<file path="config.mk">
export PLATFORM = sky130hd
export DESIGN_NAME = lidar_range_cluster_segmenter
export DESIGN_NICKNAME = d
export VERILOG_FILES = /design/src/hdl/lrcs_pkg.sv /design/src/hdl/lrcs_divider.sv /design/src/hdl/lidar_range_cluster_segmenter.sv
export SDC_FILE = /design/constraint.sdc
export NUM_CORES = 1
export LEC_CHECK = 0
export ABC_AREA = 1
export BUFFER_PORTS_ARGS = -buffer_cell sky130_fd_sc_hd__clkbuf_2
export CAP_MARGIN = 20
export CORE_MARGIN = 2
export CORE_UTILIZATION = 50
export CTS_BUF_LIST = sky130_fd_sc_hd__clkbuf_4 sky130_fd_sc_hd__clkbuf_8
export CTS_CLUSTER_DIAMETER = 30
export DETAILED_ROUTE_END_ITERATION = 10
export PLACE_DENSITY = 0.75
export SLEW_MARGIN = 20
export SYNTH_ARGS = -nofsm -noshare
export SYNTH_HDL_FRONTEND = slang
export SYNTH_SLANG_ARGS = --single-unit
</file>
<file path="constraint.sdc">
create_clock -name clk -period 6.6 [get_ports clk]
set_input_delay 0.99 -clock clk [delete_from_list [all_inputs] [get_ports clk]]
set_output_delay 0.99 -clock clk [all_outputs]
set_load 0.01 [all_outputs]
</file>
<file path="src/hdl/lrcs_pkg.sv">
`timescale 1ns / 1ps
`default_nettype none
// ----------------------------------------------------------------------------
// lrcs_pkg
// Shared types, widths and codes of the lidar range cluster segmenter.
// ----------------------------------------------------------------------------
package lrcs_pkg;

  // Samples per scan; later samples are invalid until end of scan.
  localparam int SCAN_POINTS = 512;

  // Sample index and run count must hold SCAN_POINTS itself.
  localparam int IDX_W   = $clog2(SCAN_POINTS + 1);
  // Largest index sum of one run: 0 + 1 + ... + (SCAN_POINTS - 1).
  localparam int SUM_W   = $clog2(SCAN_POINTS * (SCAN_POINTS - 1) / 2 + 1);
  localparam int STEP_W  = 7;
  localparam int PROD_W  = SUM_W + STEP_W;
  localparam int DCNT_W  = $clog2(PROD_W + 1);
  // Quotient seen at least 17 bits wide so saturation can test bit 16 up.
  localparam int QEXT_W  = (PROD_W > 16) ? PROD_W : 17;
  localparam int CMP_W   = (IDX_W > 10) ? IDX_W : 10;
  localparam int SCORE_W = 24;
  localparam int OUT_TDATA_W = 56;

  // Configuration register indexes.
  localparam logic [2:0] REG_MIN_RANGE    = 3'd0;
  localparam logic [2:0] REG_MAX_RANGE    = 3'd1;
  localparam logic [2:0] REG_MIN_POINTS   = 3'd2;
  localparam logic [2:0] REG_MAX_CLUSTERS = 3'd3;
  localparam logic [2:0] REG_ANGLE_STEP   = 3'd4;
  localparam logic [2:0] REG_TARGET_ANGLE = 3'd5;
  localparam logic [2:0] REG_ANGLE_WEIGHT = 3'd6;

  // Result kinds.
  localparam logic [1:0] KIND_CLUSTER = 2'd0;
  localparam logic [1:0] KIND_BEST    = 2'd1;
  localparam logic [1:0] KIND_NONE    = 2'd2;

  typedef enum logic [3:0] {
    S_IDLE,
    S_CLOSE,
    S_MUL,
    S_DIVGO,
    S_DIV,
    S_ERR,
    S_SCORE,
    S_CMP,
    S_EMIT,
    S_AFTER,
    S_BEST
  } lrcs_state_t;

  typedef struct packed {
    logic              start;
    logic [PROD_W-1:0] dividend;
    logic [IDX_W-1:0]  divisor;
  } lrcs_div_req_t;

  typedef struct packed {
    logic              done;
    logic [PROD_W-1:0] quotient;
  } lrcs_div_rsp_t;

endpackage
`default_nettype wire

</file>
<file path="src/hdl/lrcs_divider.sv">
`timescale 1ns / 1ps
`default_nettype none
// ----------------------------------------------------------------------------
// lrcs_divider
// Restoring serial divider, one quotient bit per cycle, done pulse at end.
// ----------------------------------------------------------------------------
module lrcs_divider
  import lrcs_pkg::*;
(
  input  wire logic    clk,
  input  wire logic    rst_n,
  input  wire lrcs_div_req_t req,
  output lrcs_div_rsp_t rsp
);

  logic              busy_r;
  logic              done_r;
  logic [DCNT_W-1:0] cnt_r;
  logic [IDX_W-1:0]  rem_r;
  logic [PROD_W-1:0] quo_r;
  logic [IDX_W-1:0]  divisor_r;
  logic [IDX_W:0]    trial;
  logic              fits;

  // Shift the next dividend bit into the partial remainder and try a subtract.
  assign trial = {rem_r, quo_r[PROD_W-1]};
  assign fits  = trial >= {1'b0, divisor_r};

  always_ff @(posedge clk) begin
    if (!rst_n) begin
      busy_r <= 1'b0;
      done_r <= 1'b0;
      cnt_r  <= '0;
    end else begin
      done_r <= 1'b0;
      if (req.start) begin
        busy_r    <= 1'b1;
        cnt_r     <= DCNT_W'(PROD_W);
        rem_r     <= '0;
        quo_r     <= req.dividend;
        divisor_r <= req.divisor;
      end else if (busy_r) begin
        rem_r <= fits ? IDX_W'(trial - {1'b0, divisor_r}) : IDX_W'(trial);
        quo_r <= {quo_r[PROD_W-2:0], fits};
        cnt_r <= cnt_r - 1'b1;
        if (cnt_r == DCNT_W'(1)) begin
          busy_r <= 1'b0;
          done_r <= 1'b1;
        end
      end
    end
  end

  assign rsp.done     = done_r;
  assign rsp.quotient = quo_r;

endmodule
`default_nettype wire

</file>
<file path="src/hdl/lidar_range_cluster_segmenter.sv">
`timescale 1ns / 1ps
`default_nettype none
// ----------------------------------------------------------------------------
// lidar_range_cluster_segmenter
// Range-gated segmentation of a lidar scan into clusters, with best pick.
// ----------------------------------------------------------------------------
//
// channel | dir | handshake            | payload
// --------+-----+----------------------+----------------------------------------
// in_     | in  | in_tvalid/in_tready  | tdata: distance_mm; tlast: end_of_scan
// out_    | out | out_tvalid/out_tready| tdata: cluster, angle, range, count;
//         |     |                      | tuser: kind; tlast: last
// cfg_    | in  | cfg_valid/cfg_ready  | cfg_index: register, cfg_data: value
//
// A valid sample that does not end the scan is taken in S_IDLE, and the block
// stays ready. Closing a dropped run passes S_CLOSE and S_AFTER; a kept one
// passes S_MUL, S_DIVGO, S_DIV (serial divider for the mean angle), S_ERR,
// S_SCORE, S_CMP, S_EMIT. End of scan adds S_BEST and one best/none beat.
// Synchronous active-low reset; no clearing pass. A result waiting in the
// output register does not block the next input beat, only the next result.
// ----------------------------------------------------------------------------
module lidar_range_cluster_segmenter
  import lrcs_pkg::*;
(
  input  wire logic                   clk,
  input  wire logic                   rst_n,
  // input stream
  input  wire logic                   in_tvalid,
  output logic                        in_tready,
  input  wire logic [15:0]            in_tdata,   // [15:0] distance_mm
  input  wire logic                   in_tlast,   // end_of_scan
  // result stream
  output logic                        out_tvalid,
  input  wire logic                   out_tready,
  // [7:0] cluster_index, [23:8] angle_hundredths, [39:24] range_mm,
  // [49:40] point_count, [55:50] zero
  output logic [OUT_TDATA_W-1:0]      out_tdata,
  output logic [1:0]                  out_tuser,  // [1:0] kind
  output logic                        out_tlast,  // last
  // configuration writes
  input  wire logic                   cfg_valid,
  output logic                        cfg_ready,
  input  wire logic [2:0]             cfg_index,
  input  wire logic [15:0]            cfg_data
);

  // configuration
  logic [15:0]       min_range_r, max_range_r, target_angle_r;
  logic [9:0]        min_points_r;
  logic [7:0]        max_clusters_r, angle_weight_r;
  logic [STEP_W-1:0] angle_step_r;

  // scan and run state
  lrcs_state_t        state_r, state_nxt;
  logic [IDX_W-1:0]   sample_idx_r;
  logic               in_run_r;
  logic [15:0]        run_min_r;
  logic [SUM_W-1:0]   run_sum_r;
  logic [IDX_W-1:0]   run_cnt_r;
  logic [7:0]         stored_r;
  logic               eos_r;
  logic               best_found_r;
  logic [SCORE_W-1:0] lead_score_r;
  logic [15:0]        best_ang_r, best_rng_r;
  logic [IDX_W-1:0]   best_cnt_r;
  logic [7:0]         lead_idx_r;

  // shared arithmetic pipeline
  logic [PROD_W-1:0]  prod_r;
  logic [15:0]        ang_r, err_r;
  logic [SCORE_W-1:0] wprod_r;
  logic [SCORE_W-1:0] score;
  logic [QEXT_W-1:0]  q_ext;

  // output register
  logic               out_valid_r;
  logic [1:0]         out_kind_r;
  logic [7:0]         out_idx_r;
  logic [15:0]        out_ang_r, out_rng_r;
  logic [9:0]         out_cnt_r;
  logic               out_last_r;

  logic in_fire, sample_ok, keep, slot_free, out_load;
  lrcs_div_req_t div_req;
  lrcs_div_rsp_t div_rsp;

  lrcs_divider u_div (
    .clk   (clk),
    .rst_n (rst_n),
    .req   (div_req),
    .rsp   (div_rsp)
  );

  assign in_tready = (state_r == S_IDLE);
  assign in_fire   = in_tvalid && in_tready;
  assign cfg_ready = 1'b1;
  assign slot_free = !out_valid_r || out_tready;
  // A cluster or scan summary enters the output register this cycle.
  assign out_load  = ((state_r == S_EMIT) || (state_r == S_BEST)) && slot_free;

  // Gate: index inside the scan, range in (min, max].
  assign sample_ok = (sample_idx_r < IDX_W'(SCAN_POINTS))
                  && (in_tdata > min_range_r) && (in_tdata <= max_range_r);

  // Keep the closing run only if long enough and the scan has room.
  assign keep = in_run_r && (CMP_W'(run_cnt_r) >= CMP_W'(min_points_r))
             && (stored_r < max_clusters_r);

  assign div_req.start    = (state_r == S_DIVGO);
  assign div_req.dividend = prod_r;
  assign div_req.divisor  = run_cnt_r;

  assign q_ext = QEXT_W'(div_rsp.quotient);
  assign score = SCORE_W'(run_min_r) + wprod_r;

  always_comb begin
    state_nxt = state_r;
    unique case (state_r)
      S_IDLE: begin
        if (in_fire && !(sample_ok && !in_tlast)) state_nxt = S_CLOSE;
      end
      S_CLOSE: state_nxt = keep ? S_MUL : S_AFTER;
      S_MUL:   state_nxt = S_DIVGO;
      S_DIVGO: state_nxt = S_DIV;
      S_DIV: begin
        if (div_rsp.done) state_nxt = S_ERR;
      end
      S_ERR:   state_nxt = S_SCORE;
      S_SCORE: state_nxt = S_CMP;
      S_CMP:   state_nxt = S_EMIT;
      S_EMIT: begin
        if (slot_free) state_nxt = S_AFTER;
      end
      S_AFTER: state_nxt = eos_r ? S_BEST : S_IDLE;
      S_BEST: begin
        if (slot_free) state_nxt = S_IDLE;
      end
      default: state_nxt = S_IDLE;
    endcase
  end

  always_ff @(posedge clk) begin
    if (!rst_n) begin
      state_r        <= S_IDLE;
      min_range_r    <= 16'd150;
      max_range_r    <= 16'd3000;
      min_points_r   <= 10'd3;
      max_clusters_r <= 8'd32;
      angle_step_r   <= STEP_W'(36);
      target_angle_r <= 16'd9000;
      angle_weight_r <= 8'd5;
      sample_idx_r   <= '0;
      in_run_r       <= 1'b0;
      run_min_r      <= '0;
      run_sum_r      <= '0;
      run_cnt_r      <= '0;
      stored_r       <= '0;
      eos_r          <= 1'b0;
      best_found_r   <= 1'b0;
      lead_score_r   <= '1;
      best_ang_r     <= '0;
      best_rng_r     <= '0;
      best_cnt_r     <= '0;
      lead_idx_r     <= '0;
      out_valid_r    <= 1'b0;
    end else begin
      state_r <= state_nxt;

      if (cfg_valid) begin
        case (cfg_index)
          REG_MIN_RANGE:    min_range_r    <= cfg_data;
          REG_MAX_RANGE:    max_range_r    <= cfg_data;
          REG_MIN_POINTS:   min_points_r   <= cfg_data[9:0];
          REG_MAX_CLUSTERS: max_clusters_r <= cfg_data[7:0];
          REG_ANGLE_STEP:   angle_step_r   <= cfg_data[STEP_W-1:0];
          REG_TARGET_ANGLE: target_angle_r <= cfg_data;
          REG_ANGLE_WEIGHT: angle_weight_r <= cfg_data[7:0];
          default: ;
        endcase
      end

      // Load a new beat when the slot frees; drain it when the far side takes it.
      if (out_load) out_valid_r <= 1'b1;
      else if (out_tready) out_valid_r <= 1'b0;

      unique case (state_r)
        S_IDLE: begin
          if (in_fire) begin
            eos_r <= in_tlast;
            if (sample_idx_r < IDX_W'(SCAN_POINTS)) sample_idx_r <= sample_idx_r + 1'b1;
            if (sample_ok) begin
              // Open a new run or extend the current one.
              in_run_r <= 1'b1;
              if (!in_run_r) begin
                run_min_r <= in_tdata;
                run_sum_r <= SUM_W'(sample_idx_r);
                run_cnt_r <= IDX_W'(1);
              end else begin
                if (in_tdata < run_min_r) run_min_r <= in_tdata;
                run_sum_r <= run_sum_r + SUM_W'(sample_idx_r);
                run_cnt_r <= run_cnt_r + 1'b1;
              end
            end
          end
        end
        S_CLOSE: begin
          if (!keep) begin
            in_run_r  <= 1'b0;
            run_min_r <= '0;
            run_sum_r <= '0;
            run_cnt_r <= '0;
          end
        end
        S_MUL: prod_r <= PROD_W'(run_sum_r) * PROD_W'(angle_step_r);
        S_DIV: begin
          if (div_rsp.done) begin
            ang_r <= (|q_ext[QEXT_W-1:16]) ? 16'hFFFF : q_ext[15:0];
          end
        end
        S_ERR:   err_r <= (ang_r > target_angle_r) ? ang_r - target_angle_r
                                                   : target_angle_r - ang_r;
        S_SCORE: wprod_r <= SCORE_W'(angle_weight_r) * SCORE_W'(err_r);
        S_CMP: begin
          // Strict compare: the earlier cluster wins a tie.
          if (score < lead_score_r) begin
            lead_score_r <= score;
            best_found_r <= 1'b1;
            best_ang_r   <= ang_r;
            best_rng_r   <= run_min_r;
            best_cnt_r   <= run_cnt_r;
            lead_idx_r   <= stored_r;
          end
        end
        S_EMIT: begin
          if (slot_free) begin
            out_kind_r  <= KIND_CLUSTER;
            out_idx_r   <= stored_r;
            out_ang_r   <= ang_r;
            out_rng_r   <= run_min_r;
            out_cnt_r   <= 10'(run_cnt_r);
            out_last_r  <= !eos_r;
            stored_r    <= stored_r + 1'b1;
            in_run_r    <= 1'b0;
            run_min_r   <= '0;
            run_sum_r   <= '0;
            run_cnt_r   <= '0;
          end
        end
        S_BEST: begin
          if (slot_free) begin
            out_last_r  <= 1'b1;
            if (best_found_r) begin
              out_kind_r <= KIND_BEST;
              out_idx_r  <= lead_idx_r;
              out_ang_r  <= best_ang_r;
              out_rng_r  <= best_rng_r;
              out_cnt_r  <= 10'(best_cnt_r);
            end else begin
              out_kind_r <= KIND_NONE;
              out_idx_r  <= '0;
              out_ang_r  <= '0;
              out_rng_r  <= '0;
              out_cnt_r  <= '0;
            end
            // Return the per-scan index, run, count and best state to reset.
            sample_idx_r <= '0;
            in_run_r     <= 1'b0;
            run_min_r    <= '0;
            run_sum_r    <= '0;
            run_cnt_r    <= '0;
            stored_r     <= '0;
            best_found_r <= 1'b0;
            lead_score_r <= '1;
            best_ang_r   <= '0;
            best_rng_r   <= '0;
            best_cnt_r   <= '0;
            lead_idx_r   <= '0;
          end
        end
        default: ;
      endcase
    end
  end

  assign out_tvalid = out_valid_r;
  assign out_tuser  = out_kind_r;
  assign out_tlast  = out_last_r;
  assign out_tdata  = {6'd0, out_cnt_r, out_rng_r, out_ang_r, out_idx_r};

`ifndef NO_ASSERTIONS
  // A valid sample that does not end the scan leaves the sequencer in idle the cycle after.
  a_fast_sample: assert property (@(posedge clk) disable iff (!rst_n)
    (in_fire && sample_ok && !in_tlast) |=> (state_r == S_IDLE))
    else $error("valid sample did not return to idle");

  // The divider only finishes while the sequencer waits for it.
  a_div_done: assert property (@(posedge clk) disable iff (!rst_n)
    div_rsp.done |-> (state_r == S_DIV))
    else $error("divider done outside divide wait");

  // A none result carries an all-zero payload.
  a_none_zero: assert property (@(posedge clk) disable iff (!rst_n)
    (out_valid_r && out_kind_r == KIND_NONE) |-> (out_tdata == '0))
    else $error("none result with payload");

  // Scan summaries close the beat group and leave the cluster count cleared.
  a_summary: assert property (@(posedge clk) disable iff (!rst_n)
    (out_valid_r && (out_kind_r == KIND_BEST || out_kind_r == KIND_NONE))
      |-> (out_last_r && stored_r == '0))
    else $error("scan summary without last or clear");
`endif

endmodule
`default_nettype wire

</file>
* Word level (Yosys, flattened, before mapping)
Index checks and enable logic that the tools add are counted.
Storage, ports and cells: logic and storage cells 222, input bits 41, output and inout port bits 62, register bits after elaboration 408
Cells by class: bitwise gates (word level) 2, reductions and logical operators 47, magnitude comparators 9, add/sub/neg operators 9, equal/unequal tests 28, $mul 2, muxes and demuxes 86
Operator list (number):
- 16-bit two-way mux | 15
- 10-bit two-way mux | 13
- 16-bit one-hot mux with 2 select lines | 4
- 24-bit two-way mux | 4
- 17-bit two-way mux | 5
- 10-bit one-hot mux with 2 select lines | 3
- 17-bit one-hot mux with 3 select lines | 1
- 8-bit two-way mux | 6
- 16-bit one-hot mux with 3 select lines | 1
- 24-bit one-hot mux with 2 select lines | 1
- 8-bit one-hot mux with 2 select lines | 3
- 4-bit one-hot mux with 11 select lines | 1
- 16-bit greater-than comparator | 2
- 16-bit subtractor | 2
- 10-bit one-hot mux with 3 select lines | 1
- 2-bit AND reduction | 13
- 16-bit by 24-bit adder with 24-bit output | 1
- 24-bit < comparator | 1
- 17-bit by 7-bit multiplier with 24-bit output | 1
- 8-bit by 16-bit multiplier with 24-bit output | 1
- 4-bit two-way mux | 6
- 10-bit by 1-bit adder with 10-bit output (second input constant) | 2
- 17-bit by 10-bit adder with 17-bit output | 1
- 4-bit by 3-bit == test with 1-bit output (second input constant) | 4
- other kinds (40) | 91

* Logic depth before layout (Yosys ltp)
Gate-level depths: netlist of run 1.
depth after elaboration 8, gate-level depth with buffers 25

* By module
A second synthesis of run 1 with hierarchy kept.
Second synthesis, totals: cells, all modules 4110, area total of the unflattened synthesis 30784.5 um2
By module, submodules not included:
- lidar_range_cluster_segmenter | seq. area each 8478.1 um2, area an instance 28036.9 um2, instances 1, cells an instance 3791
- lrcs_divider | seq. area each 1461.4 um2, area an instance 2747.6 um2, instances 1, cells an instance 319

* Worst setup path before layout of run 1
No wires, ideal clock.
path type reg-to-reg, start point reg angle_weight_r[7], end point reg wprod_r[20], data pin, data arrival time 4.521 ns, data required time 6.348 ns, setup slack 1.826 ns, buffers on the path 2, cell stages (with the launch flop) 21, setup time 0.252 ns, cells stage by stage dfxtp_1 > clkbuf_1 > clkbuf_1 > nand2_1 > fa_1 > fa_1 > inv_1 > fa_1 > inv_1 > fa_1 > inv_1 > ha_1 > a21o_1 > a21oi_1 > o21ai_0 > a21oi_1 > o21bai_1 > nand3_1 > nand2_1 > nand2_1 > nand2_1
Between the ends: longest elaborated chain between the ends 1
Ends and longest elaborated chain:
- from (decl) | RTL line lidar_range_cluster_segmenter.sv:50 | logic [7:0] max_clusters_r, angle_weight_r;
- from (signal assigned) | RTL line lidar_range_cluster_segmenter.sv:177 | REG_ANGLE_WEIGHT: angle_weight_r <= cfg_data[7:0];
- 8-bit by 16-bit multiplier with 24-bit output | RTL line lidar_range_cluster_segmenter.sv:222 | S_SCORE: wprod_r <= SCORE_W'(angle_weight_r) * SCORE_W'(err_r);
- to (signal assigned) | RTL line lidar_range_cluster_segmenter.sv:222
- to (decl) | RTL line lidar_range_cluster_segmenter.sv:71 | logic [SCORE_W-1:0] wprod_r;
Every way passes these cells. A chain may end at the register's enable or synchronous reset.

* Worst setup path in the final report of run 1
start point reg angle_weight_r[6], end point reg wprod_r[21], data pin
Same word-level chain as after synthesis.

==> impl_results.md, run 1 <==
- Status: finished clean
- Crit-path max FO: 17
- First-pass GRT wire length: 120000 microns
- GR Layer Usage met2: 0.411
- Crit path DAT: 5.54 ns
- Post-synthesis sequential area ratio: 0.338
- Pwr/cell area: 213 nW/um^2
- YS warnings: 0
- Synth Cell Area: 29400 sq um
- GP Congestion: 0.929
- Post-synth top area share: 0.181
- Worst skew pair latency: 0.69 ns
- Multiplexer share of the synthesized area: 0.000340
- Yosys top cell by area: edfxtp_1
- Fin Clk Skew: 0.0325 ns
- Adder-cell share of the synthesized area: 0.215
- Vias: 24267
- Final Instance Area: 32400 sq um
- TNS Setup: 0 ns
- DRC: 0
- Busiest grt layer: met2
- Post-layout net count: 4264
- Final hold violation count: 0
- Routed length per instance: 15.6 microns
- DRT Pass-1 Iters: 5
- GR Overflow Total: 0
- VDD IR-drop max: 0.193 mV
- Hold Crit Depth: 2
- Register-to-register setup slack: 1.47 ns
- Relative slew slack: 0.264
- Commonest non-fill, non-tap cell in the layout: nand2_1
- H-Tree Level Count: 3
- Deepest clock path buffer count: 3
- Area Growth Syn to Fin: 9.98%
- RSZ-0062 raised after global routing: false
- Cell Area, Placed: 30400 sq um
- Async set-reset flop share out of synthesis: 0
- Setup violators final: 0
- CP Data Required Time: 7.01 ns
- HP Class: reg -> reg
- Max Clk Rate: 195 MHz
- Most frequent cells in the layout: 938 x nand2_1, 692 x inv_1, 271 x a21oi_1
- Die ar.: 60800 sq um
- Drt via density: 5.21
- Clk pin slew, worst setup/hold paths: 0.06 ns
- Routed Antenna Nets: 0
- Post-synthesis simple-gate area fraction: 0.191
- Complex-gate fraction of the synthesized area: 0.115
- Critical Path End Type: flip-flop
- Period minus WS final: 5.13 ns
- Worst hold endpoint: max_range_r[2]$_SDFFE_PN0P_
- Initial core utilization: 0.508
- Setup CP Type: reg -> reg
- R2R Path Start: angle_weight_r[6]$_SDFFE_PN0P_
- DP Wirelength: 53500 microns
- Leak pwr: 16.3 nW
- Max_cap viols: 0
- Post-synth top flop: dfxtp_1
- Flops & latches, synth: 408
- Final worst path period share: 0.778
- Largest family of logic cells by synthesized area: adder cells
- I/O pin total: 103
- Die height: 247 microns
- Reg2reg end: wprod_r[21]$_DFFE_PP_
- Core Rows: 88
- Die W: 247 microns
- Post_cts resized: 0
- Hold buffer count at cts: 0
- Antenna violations before repair: 8
- Synth Area per Inst: 7.80 sq um
- EDFF count, synth: 177
- CTS tree: built
- Distinct cells, synth: 57
- Syn Inst Count: 3771
- Synth top area cells: edfxtp_1 18%, dfxtp_1 16%, nand2_1 12%, fa_1 11%, ha_1 10%
- Clock tree root driver cell: clkbuf_8
- Synth Area in XOR/XNOR: 0.0271
- Num CTS Buffers: 86
- Largest net degree at the start of global routing: 111
- Setup bufs post-CTS: 0
- Layout cells sized above 1: 0.0818
- Hold_sp: max_range_r[2]$_SDFFE_PN0P_
- Slew @ Worst Pin: 1.10 ns
- GR met1 Demand/Resource: 0.315
- CP Launch Type: flip-flop
- Initial DRC Count: 1797
- Clk sinks: 408
- Gr usage total: 0.246
- Final WL: 72700 microns
- Core ar.: 57900 sq um
- R2r worst-path depth: 15
- Met3 Use GR: 0.0398
- Number of global-route vias before repair: 23908
- PortBufs: 95
- Slew Viols, Final: 0
==> how the worst max path moves through the flow <==
| stage | startpoint | endpoint | cells past startpoint |
|---|---|---|---|
| 2_1_floorplan | angle_weight_r[7]$_SDFFE_PN0P_ | wprod_r[20]$_DFFE_PP_ | 20 |
| 3_3_place_gp | angle_weight_r[7]$_SDFFE_PN0P_ | wprod_r[20]$_DFFE_PP_ | 18 |
| 3_5_place_dp | angle_weight_r[7]$_SDFFE_PN0P_ | wprod_r[20]$_DFFE_PP_ | 18 |
| 4_1_cts | angle_weight_r[6]$_SDFFE_PN0P_ | wprod_r[20]$_DFFE_PP_ | 18 |
| 5_1_grt | angle_weight_r[5]$_SDFFE_PN0P_ | wprod_r[21]$_DFFE_PP_ | 15 |
| 6_report | angle_weight_r[6]$_SDFFE_PN0P_ | wprod_r[21]$_DFFE_PP_ | 15 |
==> flip-flops by register name, summed over array words and instances, names as in the netlist, 16 cells and up <==
signal	cells
out_rng_r	16
best_ang_r	16
ang_r	16
min_range_r	16
max_range_r	16
best_rng_r	16
err_r	16
wprod_r	24
prod_r	24
lead_score_r	24
u_div.quo_r	24
run_sum_r	17
target_angle_r	16
run_min_r	16
out_ang_r	16
==> kinds of logic after synthesis <==
logic type	Yosys count
simple gates	1373
buf+inv	867
compound gates	621
fa+ha+maj	408
flops	408
xor+xnor	91
other cells	2
mux	1
==> power by group <==
group          internal (W)  switching, W  leakage [nW]
clock               0.00182       0.00123         0.996
sequential          0.00271     0.0000896          3.47
combinational      0.000350      0.000703          11.8
total               0.00488       0.00203          16.3
==> synth_stat cells, types with 10 or more instances <==
| cell | count |
|---|---|
| nand2_1 | 939 |
| inv_1 | 692 |
| a21oi_1 | 272 |
| ha_1 | 245 |
| dfxtp_1 | 231 |
| o21ai_0 | 228 |
| nor2_1 | 202 |
| edfxtp_1 | 177 |
| fa_1 | 163 |
| clkbuf_1 | 116 |
| nand3_1 | 100 |
| xor2_1 | 61 |
| nand4_1 | 51 |
| nor3_1 | 34 |
| xnor2_1 | 30 |
| o22ai_1 | 26 |
| o211ai_1 | 23 |
| buf_2 | 18 |
| a21o_1 | 13 |
| inv_2 | 12 |
| or2_2 | 11 |
| o21a_1 | 10 |
==> routing by layer <==
| layer | wire (microns) | part of all wire | vias to the layer above |
|---|---|---|---|
| li1 | - | - | 12065 |
| met1 | 31400 | 0.43 | 11314 |
| met2 | 33800 | 0.47 | 706 |
| met3 | 4740 | 0.065 | 182 |
| met4 | 2770 | 0.038 | 0 |
| met5 | 0 | 0 | - |
==> worst max-delay path, cell delays in order (launching register included) <==
cell	delay, ns
dfxtp_1	0.77
nand2_1	0.11
inv_1	0.11
fa_1	0.45
fa_1	0.52
fa_1	0.54
inv_1	0.05
fa_1	0.55
inv_1	0.05
ha_1	0.36
nand2_1	0.12
nor4_1	0.40
a21oi_1	0.19
o21ai_0	0.33
a31oi_1	0.15
xor2_1	0.16
==> through the flow <==
step	worst slack [ns]	power (W)	instances	utilization	hold slack, ns
3_5_place_dp	1.58	0.00389	4491	0.524	0.453
2_1_floorplan	1.83	0.00360	3776	-	0.424
5_1_grt	1.23	0.00722	4655	0.559	0.482
4_1_cts	1.56	0.00694	4653	0.558	0.461
3_3_place_gp	1.63	0.00387	4491	0.524	0.446
6_report	1.47	0.00691	4655	0.559	0.459
==> final cells by class <==
cell class	instances	area, sq um
multi-input combinational	2501	16200
antenna	1	2.50
clock inverter	57	611
sequential	408	9940
inverter	706	2650
clock buffer	105	1360
tap	765	957
timing repair buffer	112	626
fill	5319	25500
No activity file was read; power rests on OpenSTA's default activity.
==> inputs of run 2 (changes only) <==
--- a/config.mk
+++ b/config.mk
@@ -13,7 +13,7 @@
 export CTS_BUF_LIST = sky130_fd_sc_hd__clkbuf_4 sky130_fd_sc_hd__clkbuf_8
 export CTS_CLUSTER_DIAMETER = 30
 export DETAILED_ROUTE_END_ITERATION = 10
-export PLACE_DENSITY = 0.75
+export PLACE_DENSITY = 0.78
 export SLEW_MARGIN = 20
 export SYNTH_ARGS = -nofsm -noshare
 export SYNTH_HDL_FRONTEND = slang
==> constraint.sdc (replaced) <==
create_clock -name clk -period 4.6 [get_ports clk]
set_input_delay 0.69 -clock clk [delete_from_list [all_inputs] [get_ports clk]]
set_output_delay 0.69 -clock clk [all_outputs]
set_load 0.01 [all_outputs]
==> impl_results.md, run 2 (synthesis gave the netlist of run 1 again) <==
- Sequential Power Share: 0.376
- Slew Viols, Final: 0
- DRC: 0
- Crit-path max FO: 4
- Clk pin slew, worst setup/hold paths: 0.06 ns
- Relative slew slack: 0.336
- Power share of the clock group: 0.455
- Fin Clk Skew: 0.0611 ns
- DP Cell Count: 4574
- Setup violators final: 0
- Routed length per instance: 15.8 microns
- Commonest non-fill, non-tap cell in the layout: nand2_1
- Hold WS: 0.291 ns
- Non-Filler Instances: 4774
- Post-layout net count: 4373
- Critical Path End Type: flip-flop
- Pint: 0.00753 W
- Final core utilization: 0.583
- CP Launch Type: flip-flop
- I/O pin total: 103
- GR Overflow Total: 0
- NetSw: 0.00309 W
- Setup CP Type: reg -> reg
- Hold buffer count at cts: 0
- DRT Pass-1 Iters: 6
- Clock tree root driver cell: clkbuf_8
- Initial core utilization: 0.508
- Combinational power share: 0.169
- Gr usage total: 0.252
- Clk sinks: 408
- Status: finished clean
- Initial DRC Count: 1940
- Final hold violation count: 0
- Area Growth Syn to Fin: 14.8%
- CP Data Required Time: 5.00 ns
- Worst skew pair latency: 0.70 ns
- TNS Setup: 0 ns
- CTS tree: built
- HP Class: in -> reg
- Core ar.: 57900 sq um
- Leak pwr: 17.0 nW
- GP Congestion: 0.933
- Deepest clock path buffer count: 3
- Core Rows: 88
- Max_cap viols: 0
- Max Clk Rate: 224 MHz
- Num CTS Buffers: 93
- Final WL: 75200 microns
- H-Tree Level Count: 3
- Pwr/cell area: 315 nW/um^2
- Largest net degree at the start of global routing: 75
- Antenna violations before repair: 5
- Layout cells sized above 1: 0.127
- Most frequent cells in the layout: 934 x nand2_1, 691 x inv_1, 254 x a21oi_1
- Die height: 247 microns
- Die ar.: 60800 sq um
- Crit path DAT: 4.86 ns
- PortBufs: 95
- DP Wirelength: 56000 microns
- Switching Fraction: 0.291
- Routed Antenna Nets: 0
- Drt via density: 5.24
- # fillers: 5121
- Vias: 25028
- Final worst path period share: 0.971
- VDD IR-drop max: 0.351 mV
- Slew @ Worst Pin: 0.996 ns
- First-pass GRT wire length: 123000 microns
- Period minus WS final: 4.47 ns
- Number of global-route vias before repair: 24870
- Die W: 247 microns
## run 2: cell count changes in the layout (fill, tap and decap cells not counted), moves of 8 or more
cell      change
clkinv_1      -9
buf_12        +8
ha_1          -9
dfxtp_1      -20
clkbuf_8      +9
a21oi_1      -17
ha_4          +8
a21oi_2      +16
clkbuf_4      +9
buf_4        +93
o21ai_0       -9
dfxtp_2      +16
## run 2: worst paths after layout
check | startpoint | end | slack [ns] | depth (start not counted)
worst min-delay path | in_tdata[0] | run_min_r[0]$_SDFFE_PN0P_ | 0.29 | 3
worst max register to register | err_r[6]$_DFFE_PP_ | wprod_r[21]$_DFFE_PP_ | 0.13 | 16
worst min register to register | max_clusters_r[0]$_SDFFE_PN0P_ | max_clusters_r[0]$_SDFFE_PN0P_ | 0.45 | 2
worst max-delay path | err_r[6]$_DFFE_PP_ | wprod_r[21]$_DFFE_PP_ | 0.13 | 16
## run 2: through the flow
step,worst slack (ns),area [sq um],power [W]
floorplan,0.00144,29500,0.00517
finish,0.134,33800,0.0106
global placement,0.0763,31100,0.00567
CTS,0.00763,33300,0.0105
global route,-0.0566,33800,0.0111
detailed placement,0.0000635,31100,0.00571
## run 2: metal layers
metal | track usage | routed length (microns) | up-vias
met1 | 0.314 | 31600 | 11715
met5 | 0 | 0 | -
met4 | 0.114 | 3170 | 0
li1 | - | - | 12297
met3 | 0.0422 | 4920 | 198
met2 | 0.427 | 35600 | 818
## run 2: power groups by stage
| stage | clock, W | combinational (W) | sequential (W) |
|---|---|---|---|
| after floorplan | 0 | 0.00115 | 0.00402 |
| after global placement | 0 | 0.00160 | 0.00407 |
| after detailed placement | 0 | 0.00164 | 0.00407 |
| after CTS | 0.00490 | 0.00165 | 0.00400 |
| after global routing | 0.00508 | 0.00201 | 0.00400 |
| final | 0.00484 | 0.00179 | 0.00400 |
## run 2: layout make-up
cell class              count  area [sq um]  area share
repair buffers            214          1480      0.0438
well taps                 765           957      0.0283
diodes                      4          10.0    0.000296
flip-flops and latches    408          9970       0.295
clock buffers             123          1550      0.0459
clock inverters            53           679      0.0201
multi-input cells        2501         16500       0.488
inverters                 706          2650      0.0785
## run 2: repair_timing
| item | CTS | global route |
|---|---|---|
| endpoints found under the hold margin | 0 | 0 |
| resized for setup | 1 | 84 |
| setup endpoints to repair | 1 | 43 |
| setup buffers | 0 | 20 |
| pin swaps | 0 | 35 |
## run 2: critical path, cell delays in order (launching register included)
cell and delay [ns]:
edfxtp_1 0.42, buf_4 0.16, nand2_1 0.05, inv_1 0.05
fa_1 0.57, fa_1 0.45, fa_1 0.51, inv_1 0.05
fa_1 0.53, inv_1 0.07, ha_4 0.30, nand2_4 0.07
nor4_4 0.36, a21oi_4 0.11, o21ai_2 0.18, a31oi_2 0.11
xor2_1 0.17
==> inputs of run 3 (changes only) <==
--- a/config.mk
+++ b/config.mk
@@ -6,6 +6,7 @@
 export NUM_CORES = 1
 export LEC_CHECK = 0
 export ABC_AREA = 1
+export ABC_CLOCK_PERIOD_IN_PS = 4600
 export BUFFER_PORTS_ARGS = -buffer_cell sky130_fd_sc_hd__clkbuf_2
 export CAP_MARGIN = 20
 export CORE_MARGIN = 2
==> constraint.sdc (replaced) <==
create_clock -name clk -period 4.6 [get_ports clk]
set_input_delay 0.92 -clock clk [delete_from_list [all_inputs] [get_ports clk]]
set_output_delay 0.92 -clock clk [all_outputs]
set_load 0.01 [all_outputs]
==> impl_results.md, run 3 (synthesis gave the netlist of run 1 again) <==
- Status: finished clean
- Power share of the clock group: 0.460
- Family with the most delay on the worst path: adder cells
- Core ar.: 57900 sq um
- CTS tree: built
- Leak pwr: 16.9 nW
- Relative slew slack: 0.387
- CP Launch Type: flip-flop
- Die W: 247 microns
- Clk pin slew, worst setup/hold paths: 0.06 ns
- I/O pin total: 103
- Antenna cells: 0
- CP bufs+invs: 5
- Slew Viols, Final: 0
- Die ar.: 60800 sq um
- Largest net degree at the start of global routing: 71
- Fin Clk Skew: 0.0541 ns
- Routed length per instance: 15.5 microns
- DP Wirelength: 55400 microns
- Cell Area, Placed: 31000 sq um
- Post-layout net count: 4366
- PortBufs: 95
- Final hold violation count: 0
- First-pass GRT wire length: 121000 microns
- Gr usage total: 0.247
- Number of global-route vias before repair: 24905
- Pwr/cell area: 315 nW/um^2
- Vias: 25035
- Deepest clock path buffer count: 3
- GR met1 Demand/Resource: 0.304
- Die height: 247 microns
- Setup CP Type: reg -> reg
- Crit-path max FO: 4
- Num CTS Buffers: 93
- Initial core utilization: 0.508
- NetSw: 0.00307 W
- H-Tree Level Count: 3
- Initial DRC Count: 1652
- Clk sinks: 408
- Crit path DAT: 4.94 ns
- Crit path largest cell delay: 0.56 ns
- DRT Pass-1 Iters: 6
- Core Rows: 88
- Worst-path cell chain: buf_4 > nand2_1 > inv_1 > fa_1 > fa_1 > fa_1 > inv_1 > fa_1 > inv_1 > ha_1 > buf_4 > a21oi_1 > o21ai_1 > a21oi_2 > o21bai_1 > nand3_1 > nand2_1 > nand2_1 > nand2_1
- Clock tree root driver cell: clkbuf_8
- Final Instance Area: 33500 sq um
- Setup violators final: 0
- Most frequent cells in the layout: 938 x nand2_1, 692 x inv_1, 261 x a21oi_1
- CP Data Required Time: 5.06 ns
- Hold WS: 0.456 ns
- Max_cap viols: 0
- VDD IR-drop max: 0.233 mV
- Layout cells sized above 1: 0.118
- Critical Path End Type: flip-flop
- Area Growth Syn to Fin: 14.0%
- GR Layer Usage met2: 0.424
- Busiest grt layer: met2
- Met3 Use GR: 0.0461
- Drt via density: 5.26
- Switching Fraction: 0.291
- Slew @ Worst Pin: 0.920 ns
- HP Class: reg -> reg
- GP Congestion: 0.949
- Period minus WS final: 4.47 ns
- Antenna violations before repair: 3
- CP max stage cell: fa_1
- Commonest non-fill, non-tap cell in the layout: nand2_1
- DRC: 0
- Combinational power share: 0.162
- Sequential Power Share: 0.378
- Final worst path period share: 0.973
- Max Clk Rate: 223 MHz
- GR Overflow Total: 0
- Final WL: 73800 microns
- Routed Antenna Nets: 0
- Pint: 0.00749 W
- Worst skew pair latency: 0.71 ns
## run 3: cell types whose count changed in the layout (fill, tap and decap cells not counted), sizes merged
cell,change
bufinv,+1
buf,-7
clkbuf,-10
diode,-4
inv,+3
clkinv,+4
clkinvlp,-1
## run 3: path summary, 6_finish.rpt
check                                     from                      endpoint  slack [ns]  cells after the start
setup reg to reg            err_r[9]$_DFFE_PP_         wprod_r[20]$_DFFE_PP_        0.13                     19
hold reg to reg   min_range_r[11]$_SDFFE_PN0P_  min_range_r[11]$_SDFFE_PN0P_        0.46                      2
hold / removal    min_range_r[11]$_SDFFE_PN0P_  min_range_r[11]$_SDFFE_PN0P_        0.46                      2
setup / recovery            err_r[9]$_DFFE_PP_         wprod_r[20]$_DFFE_PP_        0.13                     19
## run 3: area by class of cell
type	count	area (sq um)
clock inverter	60	753
multi-input combinational	2501	16300
clock buffer	113	1490
timing repair buffer	207	1410
sequential	408	9980
inverter	706	2650
tap	765	957
fill	5065	24400
## run 3: repair_timing
item                       CTS  global route
cloned                       0             0
resized for setup            4            49
setup endpoints to repair    4            19
buffers inserted             0            13
hold buffers                 0             0
pin swaps                    0             7
## run 3: through the flow
stage	cells	utilization	power (W)	worst slack (ns)	TNS (ns)
3_5_place_dp	4573	0.536	0.00571	-0.105	-0.226
6_report	4760	0.579	0.0106	0.125	0
4_1_cts	4746	0.575	0.0106	0.000868	0
3_3_place_gp	4573	0.536	0.00566	-0.0156	-0.0156
2_1_floorplan	3776	-	0.00517	0.00144	0
5_1_grt	4760	0.579	0.0110	-0.0420	-0.125
## run 3: worst reg2reg max path, delay by kind of cell, from the launching register on
kind / cells / cell delay [ns]
AO/OA/AOI/OAI: 4 / 0.57
adder cells (fa/ha/maj): 5 / 2.37
flip-flops: 1 / 0.44
buffers and inverters: 5 / 0.48
AND/OR/NAND/NOR: 5 / 0.38
## run 3: power by group through the flow
stage / Sequential, W / Combinational [W] / Clock, W
after floorplan: 0.00402 / 0.00115 / 0
after global placement: 0.00407 / 0.00159 / 0
after detailed placement: 0.00407 / 0.00164 / 0
after CTS: 0.00400 / 0.00165 / 0.00492
after global routing: 0.00400 / 0.00192 / 0.00511
final: 0.00400 / 0.00171 / 0.00486
## run 3: per-layer routing
| metal | wire [microns] | vias up |
|---|---|---|
| met2 | 34900 | 801 |
| li1 | - | 12277 |
| met1 | 31000 | 11766 |
| met5 | 23 | - |
| met3 | 5080 | 187 |
| met4 | 2770 | 4 |
